==> src/rtl/dswa_pkg.sv <==
package dswa_pkg;

   // Field widths
   localparam int SAMPLE_W  = 10;
   localparam int REF_W     = 13;
   localparam int GAIN_W    = 16;
   localparam int VALUE_W   = 16;
   localparam int SLOPE_W   = 8;
   localparam int OFFSET_W  = 10;
   localparam int DENSITY_W = 19;
   localparam int CSR_IDX_W = 2;
   localparam int CSR_DAT_W = 16;

   // Register reset values
   localparam logic [GAIN_W-1:0]   GAIN_RESET   = GAIN_W'(600);
   localparam logic [SLOPE_W-1:0]  SLOPE_RESET  = SLOPE_W'(17);
   localparam logic [OFFSET_W-1:0] OFFSET_RESET = OFFSET_W'(100);

   // Window
   localparam int WINDOW_SIZE = 25;
   localparam int PTR_W       = $clog2(WINDOW_SIZE);

   // Ratiometric scaling divider
   localparam int PROD_W = GAIN_W + SAMPLE_W;
   localparam int STEP_W = $clog2(PROD_W);

   // sum / WINDOW_SIZE as multiply by rounded-up reciprocal
   localparam int AVG_SHIFT   = VALUE_W + $clog2(WINDOW_SIZE);
   localparam int AVG_RECIP_W = VALUE_W + 2;
   localparam int AVG_PROD_W  = VALUE_W + AVG_RECIP_W;
   localparam logic [AVG_RECIP_W-1:0] AVG_RECIP = AVG_RECIP_W'(
      ((64'd1 << AVG_SHIFT) + 64'(WINDOW_SIZE) - 64'd1) / 64'(WINDOW_SIZE));

   // (avg * slope) / 100 the same way
   localparam int PCT_DIV     = 100;
   localparam int SCALED_W    = VALUE_W + SLOPE_W;
   localparam int PCT_SHIFT   = SCALED_W + $clog2(PCT_DIV);
   localparam int PCT_RECIP_W = SCALED_W + 2;
   localparam int PCT_PROD_W  = SCALED_W + PCT_RECIP_W;
   localparam logic [PCT_RECIP_W-1:0] PCT_RECIP = PCT_RECIP_W'(
      ((64'd1 << PCT_SHIFT) + 64'(PCT_DIV) - 64'd1) / 64'(PCT_DIV));
   localparam int QUOT_W = DENSITY_W - 1;

   // Queue between front and back
   localparam int QUEUE_DEPTH = 2;
   localparam int QPTR_W      = $clog2(QUEUE_DEPTH);
   localparam int QCNT_W      = $clog2(QUEUE_DEPTH + 1);

   typedef enum logic [CSR_IDX_W-1:0] {
      CSR_SCALE_GAIN     = 2'd0,
      CSR_SLOPE          = 2'd1,
      CSR_DENSITY_OFFSET = 2'd2
   } csr_index_type;

   typedef struct packed {
      logic               zero;
      logic [VALUE_W-1:0] value;
   } entry_type;

   typedef enum logic [1:0] {
      FRONT_IDLE,
      FRONT_DIV,
      FRONT_PUSH
   } front_state_type;

   typedef enum logic [2:0] {
      BACK_IDLE,
      BACK_SUM,
      BACK_AVG,
      BACK_SLOPE,
      BACK_DENS,
      BACK_OUT
   } back_state_type;

endpackage

==> src/rtl/dust_sensor_window_average.sv <==
// Dust sensor window average. Each pushed word (10-bit ADC sample plus the
// supply reference in mV) yields one result word: the moving average of the
// last 25 scaled samples (scale_gain*sample/reference, saturated to 16 bits,
// 65535 with reference_zero set when the reference is 0; sum taken modulo
// 65536, slots not yet filled count as zero) and the dust density
// avg*slope/100 - offset in 0.001 mg/m3, two's complement. The front end
// runs each word through its bit-serial 26-step divider (skipped when the
// reference is zero) and takes a new word only once it has handed the
// last one on to the queue; the back end works on earlier words meanwhile.
// A two-word queue sits between front and back and a one-word output
// register holds the result; full is high while the front end works on a
// word, and stays high once those buffers fill and results wait to be
// popped. CSR writes (csr_ready is always high) are meant for when the
// block is idle.
module dust_sensor_window_average (
   input  logic                                  clock,
   input  logic                                  reset,
   input  logic                                  push,
   output logic                                  full,
   input  logic [dswa_pkg::SAMPLE_W-1:0]         req_raw_sample,
   input  logic [dswa_pkg::REF_W-1:0]            req_reference_mv,
   output logic                                  empty,
   input  logic                                  pop,
   output logic [dswa_pkg::VALUE_W-1:0]          rsp_window_average,
   output logic signed [dswa_pkg::DENSITY_W-1:0] rsp_dust_density,
   output logic                                  rsp_reference_zero,
   input  logic                                  csr_valid,
   output logic                                  csr_ready,
   input  logic [dswa_pkg::CSR_IDX_W-1:0]        csr_index,
   input  logic [dswa_pkg::CSR_DAT_W-1:0]        csr_data
);

   logic [dswa_pkg::GAIN_W-1:0]   gain_ff, gain_in;
   logic [dswa_pkg::SLOPE_W-1:0]  slope_ff, slope_in;
   logic [dswa_pkg::OFFSET_W-1:0] offset_ff, offset_in;

   logic                q_push, q_full, q_pop, q_empty;
   dswa_pkg::entry_type q_wdata, q_rdata;

   assign csr_ready = 1'b1;

   always_comb begin
      gain_in   = gain_ff;
      slope_in  = slope_ff;
      offset_in = offset_ff;
      if (csr_valid) begin
         case (dswa_pkg::csr_index_type'(csr_index))
            dswa_pkg::CSR_SCALE_GAIN:     gain_in   = csr_data[dswa_pkg::GAIN_W-1:0];
            dswa_pkg::CSR_SLOPE:          slope_in  = csr_data[dswa_pkg::SLOPE_W-1:0];
            dswa_pkg::CSR_DENSITY_OFFSET: offset_in = csr_data[dswa_pkg::OFFSET_W-1:0];
            default: ;
         endcase
      end
   end

   always_ff @(posedge clock) begin
      if (reset) begin
         gain_ff   <= dswa_pkg::GAIN_RESET;
         slope_ff  <= dswa_pkg::SLOPE_RESET;
         offset_ff <= dswa_pkg::OFFSET_RESET;
      end else begin
         gain_ff   <= gain_in;
         slope_ff  <= slope_in;
         offset_ff <= offset_in;
      end
   end

   dswa_front u_front (
      .clock        (clock),
      .reset        (reset),
      .push         (push),
      .full         (full),
      .raw_sample   (req_raw_sample),
      .reference_mv (req_reference_mv),
      .scale_gain   (gain_ff),
      .q_full       (q_full),
      .q_push       (q_push),
      .q_data       (q_wdata)
   );

   dswa_queue u_queue (
      .clock   (clock),
      .reset   (reset),
      .q_push  (q_push),
      .q_full  (q_full),
      .q_wdata (q_wdata),
      .q_pop   (q_pop),
      .q_empty (q_empty),
      .q_rdata (q_rdata)
   );

   dswa_back u_back (
      .clock            (clock),
      .reset            (reset),
      .q_empty          (q_empty),
      .q_pop            (q_pop),
      .q_data           (q_rdata),
      .slope_hundredths (slope_ff),
      .density_offset   (offset_ff),
      .empty            (empty),
      .pop              (pop),
      .window_average   (rsp_window_average),
      .dust_density     (rsp_dust_density),
      .reference_zero   (rsp_reference_zero)
   );

endmodule

==> src/rtl/dswa_front.sv <==
module dswa_front (
   input  logic                              clock,
   input  logic                              reset,
   input  logic                              push,
   output logic                              full,
   input  logic [dswa_pkg::SAMPLE_W-1:0]     raw_sample,
   input  logic [dswa_pkg::REF_W-1:0]        reference_mv,
   input  logic [dswa_pkg::GAIN_W-1:0]       scale_gain,
   input  logic                              q_full,
   output logic                              q_push,
   output dswa_pkg::entry_type               q_data
);

   dswa_pkg::front_state_type state_ff, state_in;
   logic [dswa_pkg::PROD_W-1:0] dividend_ff, dividend_in;
   logic [dswa_pkg::REF_W-1:0]  rem_ff, rem_in;
   logic [dswa_pkg::REF_W-1:0]  divisor_ff, divisor_in;
   logic [dswa_pkg::STEP_W-1:0] step_ff, step_in;
   logic                        zero_ff, zero_in;
   logic [dswa_pkg::REF_W:0]    partial;

   assign full = (state_ff != dswa_pkg::FRONT_IDLE);

   // dividend register turns into the quotient as bits shift in
   assign q_data.zero  = zero_ff;
   assign q_data.value = (|dividend_ff[dswa_pkg::PROD_W-1:dswa_pkg::VALUE_W])
                         ? '1 : dividend_ff[dswa_pkg::VALUE_W-1:0];

   always_comb begin
      state_in    = state_ff;
      dividend_in = dividend_ff;
      rem_in      = rem_ff;
      divisor_in  = divisor_ff;
      step_in     = step_ff;
      zero_in     = zero_ff;
      q_push      = 1'b0;
      partial     = {rem_ff, dividend_ff[dswa_pkg::PROD_W-1]};
      case (state_ff)
         dswa_pkg::FRONT_IDLE: begin
            if (push) begin
               divisor_in = reference_mv;
               rem_in     = '0;
               step_in    = '0;
               zero_in    = (reference_mv == '0);
               if (reference_mv == '0) begin
                  dividend_in = '1;
                  state_in    = dswa_pkg::FRONT_PUSH;
               end else begin
                  dividend_in = dswa_pkg::PROD_W'(scale_gain) *
                                dswa_pkg::PROD_W'(raw_sample);
                  state_in    = dswa_pkg::FRONT_DIV;
               end
            end
         end
         dswa_pkg::FRONT_DIV: begin
            if (partial >= {1'b0, divisor_ff}) begin
               rem_in      = dswa_pkg::REF_W'(partial - {1'b0, divisor_ff});
               dividend_in = {dividend_ff[dswa_pkg::PROD_W-2:0], 1'b1};
            end else begin
               rem_in      = partial[dswa_pkg::REF_W-1:0];
               dividend_in = {dividend_ff[dswa_pkg::PROD_W-2:0], 1'b0};
            end
            step_in = step_ff + 1'b1;
            if (step_ff == dswa_pkg::STEP_W'(dswa_pkg::PROD_W - 1)) begin
               state_in = dswa_pkg::FRONT_PUSH;
            end
         end
         dswa_pkg::FRONT_PUSH: begin
            if (!q_full) begin
               q_push   = 1'b1;
               state_in = dswa_pkg::FRONT_IDLE;
            end
         end
         default: state_in = dswa_pkg::FRONT_IDLE;
      endcase
   end

   always_ff @(posedge clock) begin
      if (reset) begin
         state_ff <= dswa_pkg::FRONT_IDLE;
      end else begin
         state_ff <= state_in;
      end
   end

   always_ff @(posedge clock) begin
      dividend_ff <= dividend_in;
      rem_ff      <= rem_in;
      divisor_ff  <= divisor_in;
      step_ff     <= step_in;
      zero_ff     <= zero_in;
   end

endmodule

==> src/rtl/dswa_queue.sv <==
module dswa_queue (
   input  logic                clock,
   input  logic                reset,
   input  logic                q_push,
   output logic                q_full,
   input  dswa_pkg::entry_type q_wdata,
   input  logic                q_pop,
   output logic                q_empty,
   output dswa_pkg::entry_type q_rdata
);

   dswa_pkg::entry_type mem_ff [dswa_pkg::QUEUE_DEPTH];
   logic [dswa_pkg::QPTR_W-1:0] wr_ptr_ff, wr_ptr_in;
   logic [dswa_pkg::QPTR_W-1:0] rd_ptr_ff, rd_ptr_in;
   logic [dswa_pkg::QCNT_W-1:0] count_ff, count_in;
   logic                        do_push, do_pop;

   assign q_full  = (count_ff == dswa_pkg::QCNT_W'(dswa_pkg::QUEUE_DEPTH));
   assign q_empty = (count_ff == '0);
   assign q_rdata = mem_ff[rd_ptr_ff];
   assign do_push = q_push && !q_full;
   assign do_pop  = q_pop && !q_empty;

   always_comb begin
      wr_ptr_in = wr_ptr_ff;
      rd_ptr_in = rd_ptr_ff;
      count_in  = count_ff;
      if (do_push) begin
         wr_ptr_in = (wr_ptr_ff == dswa_pkg::QPTR_W'(dswa_pkg::QUEUE_DEPTH - 1))
                     ? '0 : wr_ptr_ff + 1'b1;
      end
      if (do_pop) begin
         rd_ptr_in = (rd_ptr_ff == dswa_pkg::QPTR_W'(dswa_pkg::QUEUE_DEPTH - 1))
                     ? '0 : rd_ptr_ff + 1'b1;
      end
      if (do_push && !do_pop) begin
         count_in = count_ff + 1'b1;
      end else if (do_pop && !do_push) begin
         count_in = count_ff - 1'b1;
      end
   end

   always_ff @(posedge clock) begin
      if (reset) begin
         wr_ptr_ff <= '0;
         rd_ptr_ff <= '0;
         count_ff  <= '0;
      end else begin
         wr_ptr_ff <= wr_ptr_in;
         rd_ptr_ff <= rd_ptr_in;
         count_ff  <= count_in;
      end
   end

   always_ff @(posedge clock) begin
      if (do_push) begin
         mem_ff[wr_ptr_ff] <= q_wdata;
      end
   end

endmodule

==> src/rtl/dswa_back.sv <==
module dswa_back (
   input  logic                                clock,
   input  logic                                reset,
   input  logic                                q_empty,
   output logic                                q_pop,
   input  dswa_pkg::entry_type                 q_data,
   input  logic [dswa_pkg::SLOPE_W-1:0]        slope_hundredths,
   input  logic [dswa_pkg::OFFSET_W-1:0]       density_offset,
   output logic                                empty,
   input  logic                                pop,
   output logic [dswa_pkg::VALUE_W-1:0]        window_average,
   output logic signed [dswa_pkg::DENSITY_W-1:0] dust_density,
   output logic                                reference_zero
);

   dswa_pkg::back_state_type state_ff, state_in;

   // Window kept as a ring: the pointer steps through the slots in order,
   // so the slot overwritten is always the oldest one.
   logic [dswa_pkg::VALUE_W-1:0] store_ff [dswa_pkg::WINDOW_SIZE];
   logic [dswa_pkg::VALUE_W-1:0] old_ff;
   logic                         store_rd, store_we;

   logic [dswa_pkg::PTR_W-1:0]      ptr_ff, ptr_in;
   logic                            wrapped_ff, wrapped_in;
   logic [dswa_pkg::VALUE_W-1:0]    sum_ff, sum_in;
   logic [dswa_pkg::VALUE_W-1:0]    new_ff, new_in;
   logic                            zero_ff, zero_in;
   logic [dswa_pkg::AVG_PROD_W-1:0] avg_prod_ff, avg_prod_in;
   logic [dswa_pkg::VALUE_W-1:0]    avg_ff, avg_in;
   logic [dswa_pkg::SCALED_W-1:0]   scaled_ff, scaled_in;
   logic [dswa_pkg::PCT_PROD_W-1:0] pct_prod_ff, pct_prod_in;
   logic [dswa_pkg::QUOT_W-1:0]     quot;
   logic [dswa_pkg::VALUE_W-1:0]    old_value;

   logic                                out_valid_ff, out_valid_in;
   logic [dswa_pkg::VALUE_W-1:0]        out_avg_ff, out_avg_in;
   logic [dswa_pkg::DENSITY_W-1:0]      out_dens_ff, out_dens_in;
   logic                                out_zero_ff, out_zero_in;

   assign empty          = !out_valid_ff;
   assign window_average = out_avg_ff;
   assign dust_density   = $signed(out_dens_ff);
   assign reference_zero = out_zero_ff;

   // slots not yet written since reset still read as zero
   assign old_value = wrapped_ff ? old_ff : '0;
   assign quot      = dswa_pkg::QUOT_W'(pct_prod_ff >> dswa_pkg::PCT_SHIFT);

   always_comb begin
      state_in     = state_ff;
      ptr_in       = ptr_ff;
      wrapped_in   = wrapped_ff;
      sum_in       = sum_ff;
      new_in       = new_ff;
      zero_in      = zero_ff;
      avg_prod_in  = avg_prod_ff;
      avg_in       = avg_ff;
      scaled_in    = scaled_ff;
      pct_prod_in  = pct_prod_ff;
      out_avg_in   = out_avg_ff;
      out_dens_in  = out_dens_ff;
      out_zero_in  = out_zero_ff;
      out_valid_in = out_valid_ff && !pop;
      q_pop        = 1'b0;
      store_rd     = 1'b0;
      store_we     = 1'b0;
      case (state_ff)
         dswa_pkg::BACK_IDLE: begin
            if (!q_empty) begin
               q_pop    = 1'b1;
               store_rd = 1'b1;
               new_in   = q_data.value;
               zero_in  = q_data.zero;
               state_in = dswa_pkg::BACK_SUM;
            end
         end
         dswa_pkg::BACK_SUM: begin
            store_we = 1'b1;
            sum_in   = sum_ff - old_value + new_ff;
            if (ptr_ff == dswa_pkg::PTR_W'(dswa_pkg::WINDOW_SIZE - 1)) begin
               ptr_in     = '0;
               wrapped_in = 1'b1;
            end else begin
               ptr_in = ptr_ff + 1'b1;
            end
            state_in = dswa_pkg::BACK_AVG;
         end
         dswa_pkg::BACK_AVG: begin
            avg_prod_in = dswa_pkg::AVG_PROD_W'(sum_ff) *
                          dswa_pkg::AVG_PROD_W'(dswa_pkg::AVG_RECIP);
            state_in    = dswa_pkg::BACK_SLOPE;
         end
         dswa_pkg::BACK_SLOPE: begin
            avg_in    = dswa_pkg::VALUE_W'(avg_prod_ff >> dswa_pkg::AVG_SHIFT);
            scaled_in = dswa_pkg::SCALED_W'(avg_in) *
                        dswa_pkg::SCALED_W'(slope_hundredths);
            state_in  = dswa_pkg::BACK_DENS;
         end
         dswa_pkg::BACK_DENS: begin
            pct_prod_in = dswa_pkg::PCT_PROD_W'(scaled_ff) *
                          dswa_pkg::PCT_PROD_W'(dswa_pkg::PCT_RECIP);
            state_in    = dswa_pkg::BACK_OUT;
         end
         dswa_pkg::BACK_OUT: begin
            if (!out_valid_ff || pop) begin
               out_valid_in = 1'b1;
               out_avg_in   = avg_ff;
               out_zero_in  = zero_ff;
               out_dens_in  = dswa_pkg::DENSITY_W'(quot) -
                              dswa_pkg::DENSITY_W'(density_offset);
               state_in     = dswa_pkg::BACK_IDLE;
            end
         end
         default: state_in = dswa_pkg::BACK_IDLE;
      endcase
   end

   always_ff @(posedge clock) begin
      if (reset) begin
         state_ff     <= dswa_pkg::BACK_IDLE;
         ptr_ff       <= '0;
         wrapped_ff   <= 1'b0;
         sum_ff       <= '0;
         out_valid_ff <= 1'b0;
      end else begin
         state_ff     <= state_in;
         ptr_ff       <= ptr_in;
         wrapped_ff   <= wrapped_in;
         sum_ff       <= sum_in;
         out_valid_ff <= out_valid_in;
      end
   end

   always_ff @(posedge clock) begin
      new_ff      <= new_in;
      zero_ff     <= zero_in;
      avg_prod_ff <= avg_prod_in;
      avg_ff      <= avg_in;
      scaled_ff   <= scaled_in;
      pct_prod_ff <= pct_prod_in;
      out_avg_ff  <= out_avg_in;
      out_dens_ff <= out_dens_in;
      out_zero_ff <= out_zero_in;
   end

   always_ff @(posedge clock) begin
      if (store_rd) begin
         old_ff <= store_ff[ptr_ff];
      end
      if (store_we) begin
         store_ff[ptr_ff] <= new_ff;
      end
   end

endmodule
==> config.mk <==
export PLATFORM = sky130hd
export DESIGN_NAME = dust_sensor_window_average
export DESIGN_NICKNAME = d
export VERILOG_FILES = /design/src/rtl/dswa_pkg.sv /design/src/rtl/dust_sensor_window_average.sv /design/src/rtl/dswa_front.sv /design/src/rtl/dswa_queue.sv /design/src/rtl/dswa_back.sv
export SDC_FILE = /design/constraint.sdc
export NUM_CORES = 2
export LEC_CHECK = 0
export BUFFER_PORTS_ARGS = -buffer_cell sky130_fd_sc_hd__buf_2
export CAP_MARGIN = 20
export CORE_ASPECT_RATIO = 1.5
export CORE_MARGIN = 5
export CORE_UTILIZATION = 52
export CTS_CLUSTER_DIAMETER = 60
export DETAILED_ROUTE_END_ITERATION = 8
export GPL_ROUTABILITY_DRIVEN = 0
export GPL_TIMING_DRIVEN = 1
export PLACE_DENSITY_LB_ADDON = 0.12
export SLEW_MARGIN = 20
export SYNTH_ARGS = -nofsm -noshare
export SYNTH_HDL_FRONTEND = slang
export SYNTH_SLANG_ARGS = --single-unit
==> constraint.sdc <==
create_clock -name clock -period 14.4 [get_ports clock]
set_input_delay 2.16 -clock clock [delete_from_list [all_inputs] [get_ports clock]]
set_output_delay 2.16 -clock clock [all_outputs]
set_load 0.05 [all_outputs]
* Word-level counts from Yosys, hierarchy flattened
Memories as Yosys holds them, arrays and structs flattened. A register that Yosys moved wholly into a read port is not among the register bits.
Index checks and enable logic that the tools add are counted.
** Cells by class
- Muxes and demuxes :: 35
- Equality and inequality tests :: 17
- Reductions and logical operators :: 31
- Multiply operators :: 4
- Order comparisons :: 1
- $add $sub $neg :: 10
- Bitwise operators :: 1
** Operator list (number)
- $mux 26 :: 2
- $pmux 26 s2 :: 1
- $mul 24x25->49 const B :: 1
- $mul 16x17->33 const B :: 1
- $mux 16 :: 2
- $mul 16x10->26 :: 1
- $mux 13 :: 2
- $pmux 13 s2 :: 1
- $mul 12x8->20 :: 1
- $sub 18x10->19 :: 1
- $pmux 3 s6 :: 1
- $reduce_and 2->1 :: 9
- $add 16x16->16 :: 1
- $sub 16x16->16 :: 1
- $ge 14x13->1 :: 1
- $mux 1 :: 14
- $logic_not 13->1 :: 1
- $sub 13x13->13 :: 1
- $mux 2 :: 6
- $add 5x1->5 const B :: 2
- $eq 5x5->1 const B :: 2
- $mux 5 :: 2
- $pmux 5 s2 :: 1
- $reduce_or 10->1 :: 1
- 20 further kinds :: 43
** Storage, ports and cells
- Flip-flop bits (word level) :: 274
- Logic and storage cells :: 125
- Input bits :: 46
- Memories :: 2
- Output and inout port bits :: 39
- RAM bits :: 434
** Memory list
- u_back.store_ff :: words 25, bits a word 16, rd ports 1, clocked after memory_dff 1, write ports 1, line dswa_back.sv:20 : logic [dswa_pkg::VALUE_W-1:0] store_ff [dswa_pkg::WINDOW_SIZE];
- u_queue.mem_ff :: words 2, bits a word 17, rd ports 1, clocked after memory_dff 1, write ports 1, line dswa_queue.sv:12 : dswa_pkg::entry_type mem_ff [dswa_pkg::QUEUE_DEPTH];

* Depth between registers and ports, before layout
- Word-level depth :: 8
- Mapped depth :: 23
- Mapped depth without buffers :: 23

* Cells and area by module
A second synthesis with hierarchy kept.
** Second synthesis, totals
- Cell total of the unflattened synthesis :: 3950
- Area total of the unflattened synthesis :: 48766.8 um2
** Modules (own cells, without submodules)
- dswa_back :: cells an instance 2792, sequential area each 16285.6 um2, area each 37181.9 um2, instances 1
- dswa_front :: cells an instance 938, sequential area each 1781.7 um2, area each 8690.8 um2, instances 1
- dust_sensor_window_average :: cells an instance 142, sequential area each 680.7 um2, area each 1451.4 um2, instances 1
- dswa_queue :: cells an instance 78, sequential area each 1121.1 um2, area each 1442.6 um2, instances 1

* Worst setup path before layout
OpenSTA, ideal clock, no wires.
- Kind :: input -> register
- Start point :: input port req_raw_sample[3] in the netlist's numbering
- End point :: register u_front.dividend_ff[25] in the netlist's numbering (data pin)
- Path buffers :: 1
- Slack :: 6.867 ns
- Stages :: 22
- Data required time :: 14.125 ns
- Arrival :: 7.258 ns
- Setup time :: 0.275 ns
- Cell sequence :: clkbuf_1 -> nand2_1 -> fa_1 -> inv_1 -> fa_1 -> inv_1 -> fa_1 -> inv_1 -> fa_1 -> inv_1 -> fa_1 -> inv_1 -> ha_1 -> or4_1 -> o21a_1 -> o41a_1 -> a21o_1 -> a221oi_2 -> o211ai_1 -> a31oi_1 -> xnor2_1 -> a21oi_1
** Between the ends
- Cells in the longest elaborated chain, start to end :: 4
** Ends and longest elaborated chain
- from (decl) :: line dust_sensor_window_average.sv:20 : input logic [dswa_pkg::SAMPLE_W-1:0] req_raw_sample,
- $mul 16x10->26 :: line dswa_front.sv:49 : dividend_in = dswa_pkg::PROD_W'(scale_gain) *
- $mux 26 :: line dswa_front.sv:45 : if (reference_mv == '0) begin
- $mux 26 :: line dswa_front.sv:40 : if (push) begin
- $pmux 26 s2 :: line dswa_front.sv:38 : case (state_ff)
- via u_front.dividend_in, one bit :: line dswa_front.sv:15 : logic [dswa_pkg::PROD_W-1:0] dividend_ff, dividend_in;
- to (signal assigned) :: line dswa_front.sv:87 : dividend_ff <= dividend_in;
- to (decl) :: line dswa_front.sv:15
The timed path passes the listed nets, and every way through them passes these cells. The select of a mux whose other input is x is not followed.
A chain may end at the register's enable or synchronous reset.

* Worst setup path after layout
- Start point :: register u_back.scaled_ff[9] in the netlist's numbering
- End point :: register u_back.pct_prod_ff[44] in the netlist's numbering (data pin)
** Between the ends
- Cells in the longest elaborated chain, start to end :: 1
** Ends and longest elaborated chain
- from (decl) :: line dswa_back.sv:31 : logic [dswa_pkg::SCALED_W-1:0] scaled_ff, scaled_in;
- from (signal assigned) :: line dswa_back.sv:140 : scaled_ff <= scaled_in;
- $mul 24x25->49 :: line dswa_back.sv:101 : pct_prod_in = dswa_pkg::PCT_PROD_W'(scaled_ff) *
- to (signal assigned) :: line dswa_back.sv:141 : pct_prod_ff <= pct_prod_in;
- to (decl) :: line dswa_back.sv:32 : logic [dswa_pkg::PCT_PROD_W-1:0] pct_prod_ff, pct_prod_in;
Every way passes these cells.

==> results.json <==
{
  "cts_root_buf": "clkbuf_16",
  "utilization_pct": 57.0,
  "clk_latency_ns": 0.65,
  "antenna_found_initial": 3,
  "crit_type": "reg -> reg",
  "path_max_fanout": 6,
  "p_comb_share_pct": 60.1,
  "vdd_drop_max_mv": 0.188,
  "switching_power_uw": 4990,
  "synth_warnings": 0,
  "syn_inst": 3916,
  "drive_above_1_share_pct": 9.89,
  "ys_async_sr_fraction_pct": 0,
  "drv_cap": 0,
  "internal_power_uw": 6500,
  "synth_top_area_share_pct": 38.5,
  "numCtsBuffers": 69,
  "p_per_area_mw_per_mm2": 219,
  "routed-via-count": 28632,
  "yosys-top-cells-count": "726 x inv_1, 617 x edfxtp_1, 491 x ha_1",
  "cp.arrival_ns": 7.68,
  "num_rows": 136,
  "post_cts_buffers": 0,
  "status": "finished clean",
  "p_sw_share_pct": 43.4,
  "portBuffers": 79,
  "setup_viol": 0,
  "p_seq_share_pct": 24.2,
  "synth_edf_count": 617,
  "clock-sinks": 683,
  "clkTransAtPathRegs_ns": 0.06,
  "initial_core_util_pct": 52.4,
  "core_area_mm2": 0.0919,
  "boundaryPins": 85,
  "clockPowerShare_pct": 15.8,
  "wl_um": 108000,
  "post-route-drc-count": 0,
  "die_x_um": 258,
  "worst-path-buf-inv": 6,
  "synth-seq-cells": 683,
  "crit_slowest_cell": "edfxtp_1",
  "grt_max_degree": 67,
  "htreeDepth": 3,
  "fmax_mhz": 137,
  "leakage_uw": 0.0227,
  "start_kind": "flip-flop",
  "groute.usage.overall_pct": 22.7,
  "detail_route.first_pass.iterations": 7,
  "min_path_type": "reg -> reg",
  "die_h_um": 383,
  "viasPerCell": 5.46,
  "finClkSkew_ns": 0.0338,
  "period_needed_ns": 7.28,
  "syn_avg_cell_area_um2": 12.3,
  "path_cells": "ha_1 > inv_1 > fa_1 > inv_1 > fa_1 > inv_1 > fa_1 > inv_1 > fa_1 > fa_1 > inv_1 > fa_1 > inv_1 > ha_1 > nand4_1 > nor2_1 > nand3_1 > a311oi_2 > o31ai_2 > a2111oi_2 > o211ai_1 > a21boi_2 > xor2_1",
  "postRouteAntennaNets": 0,
  "place_hpwl_um": 82800,
  "yosys.cell_count.top_type": "inv_1",
  "wl_per_cell_um": 20.7,
  "rsz0062_at_grt": "false",
  "maxSlewViolCount": 0,
  "hold_violations": 0,
  "required_ns": 14.79,
  "nFillCells": 7669,
  "synthFlopType": "edfxtp_1",
  "synth.distinct_cells": 78,
  "cts_resized": 0,
  "critPathMaxStageDelay_ns": 0.66,
  "drtIter0Drc": 1740,
  "netlist.top_cell.by_area": "edfxtp_1",
  "max_slew.worst_pin.slew_ns": 1.13,
  "synthTopCellsByArea": "edfxtp_1 38%, fa_1 19%, ha_1 13%",
  "cts_tree": "built",
  "ctsLongestPathBuffers": 3,
  "netlist_area_mm2": 0.0482,
  "area_delta_synth_final_pct": 8.67,
  "grt_pass1_vias": 31116,
  "tns_ns": 0,
  "nets": 5001,
  "gr-total-overflow": 0,
  "postCtsHoldBufs": 0,
  "die_area_mm2": 0.0989,
  "synth_seq_area_share_pct": 41.2,
  "endpoint_kind": "flip-flop",
  "maxSlewHeadroom_pct": 24.9,
  "post-route-period-util_pct": 50.6,
  "grt_pass1_wl_um": 174000,
  "cp_top_family": "adder cells"
}
## final cells by class
class / instances / area, µm² / area share [%]
repair buffers: 133 / 821 / 1.57
inverters: 727 / 2730 / 5.21
flip-flops and latches: 683 / 19900 / 37.9
clock buffers: 86 / 1860 / 3.56
diodes: 1 / 2.50 / 0.00478
multi-input cells: 2398 / 25200 / 48.1
clock inverters: 39 / 408 / 0.779
well taps: 1173 / 1470 / 2.80
## stage by stage
stage	setup slack (ns)	total power, µW	std cells	hold slack (ns)	instance area [µm²]
global route	6.77	12700	5239	0.426	52300
CTS	7.10	11700	5238	0.418	52300
finish	7.12	11500	5240	0.418	52300
detailed placement	6.48	9810	5113	0.405	50000
global placement	6.53	9700	5113	0.402	50000
floorplan	6.87	7930	3919	0.400	48200
## layout by cell type, fill, tap and decap left out, types with 16 or more instances in the layout
cell type	synthesis	routed
mux2i_1	35	35
o21ai_0	56	56
a21oi_1	134	133
or2_2	27	27
xor2_1	37	37
nor2_1	154	151
ha_1	491	491
nand3_1	25	25
nor3_1	34	34
a31oi_1	18	18
buf_2	5	79
fa_1	452	452
dfxtp_1	66	63
a22oi_1	21	21
inv_1	726	726
mux4_2	96	96
nand3b_1	16	16
nor2b_1	21	21
o21a_1	17	17
xnor2_1	50	50
a21o_1	35	35
and2_1	142	142
buf_4	6	53
clkbuf_16	0	70
edfxtp_1	617	617
nand2_1	336	336
mux2_2	18	18
## flip-flops by register name, indices dropped and copies added, names as in the netlist, 19 cells and up
signal and count:
u_back.scaled_ff 20, u_queue.mem_ff 34, u_back.dust_density 19, u_front.dividend_ff 26
u_back.store_ff 400
## routing by layer
layer  track usage (%)  routed length, µm
met5                 0                  0
met3              2.38               3760
met4              6.07               2750
met1              28.2              43000
met2              42.2              58900
## cells by family after synthesis
family,Yosys count,synth area share [%]
mux,149,5.64
xor+xnor,87,1.58
compound gates,392,5.35
flops,683,41.2
fa+ha+maj,943,31.5
other cells,2,0.0156
simple gates,822,8.07
buf+inv,838,6.59
## path summary, 6_finish.rpt
path	depth (start not counted)	from	endpoint	slack [ns]
setup / recovery	23	u_back.scaled_ff[9]	u_back.pct_prod_ff[44]	7.12
hold / removal	0	u_back.avg_ff[10]	u_back.window_average[10]	0.42
setup reg to reg	23	u_back.scaled_ff[9]	u_back.pct_prod_ff[44]	7.12
hold reg to reg	0	u_back.avg_ff[10]	u_back.window_average[10]	0.42
## power by group through the flow
| stage | Clock (µW) | Combinational, µW | Sequential, µW |
|---|---|---|---|
| after global placement | 0 | 6870 | 2820 |
| after global routing | 1940 | 7990 | 2800 |
| after detailed placement | 0 | 6980 | 2830 |
| final | 1810 | 6900 | 2780 |
| after CTS | 1850 | 7030 | 2780 |
| after floorplan | 0 | 5180 | 2760 |
Note: power is estimated with default switching activity, not from simulation.
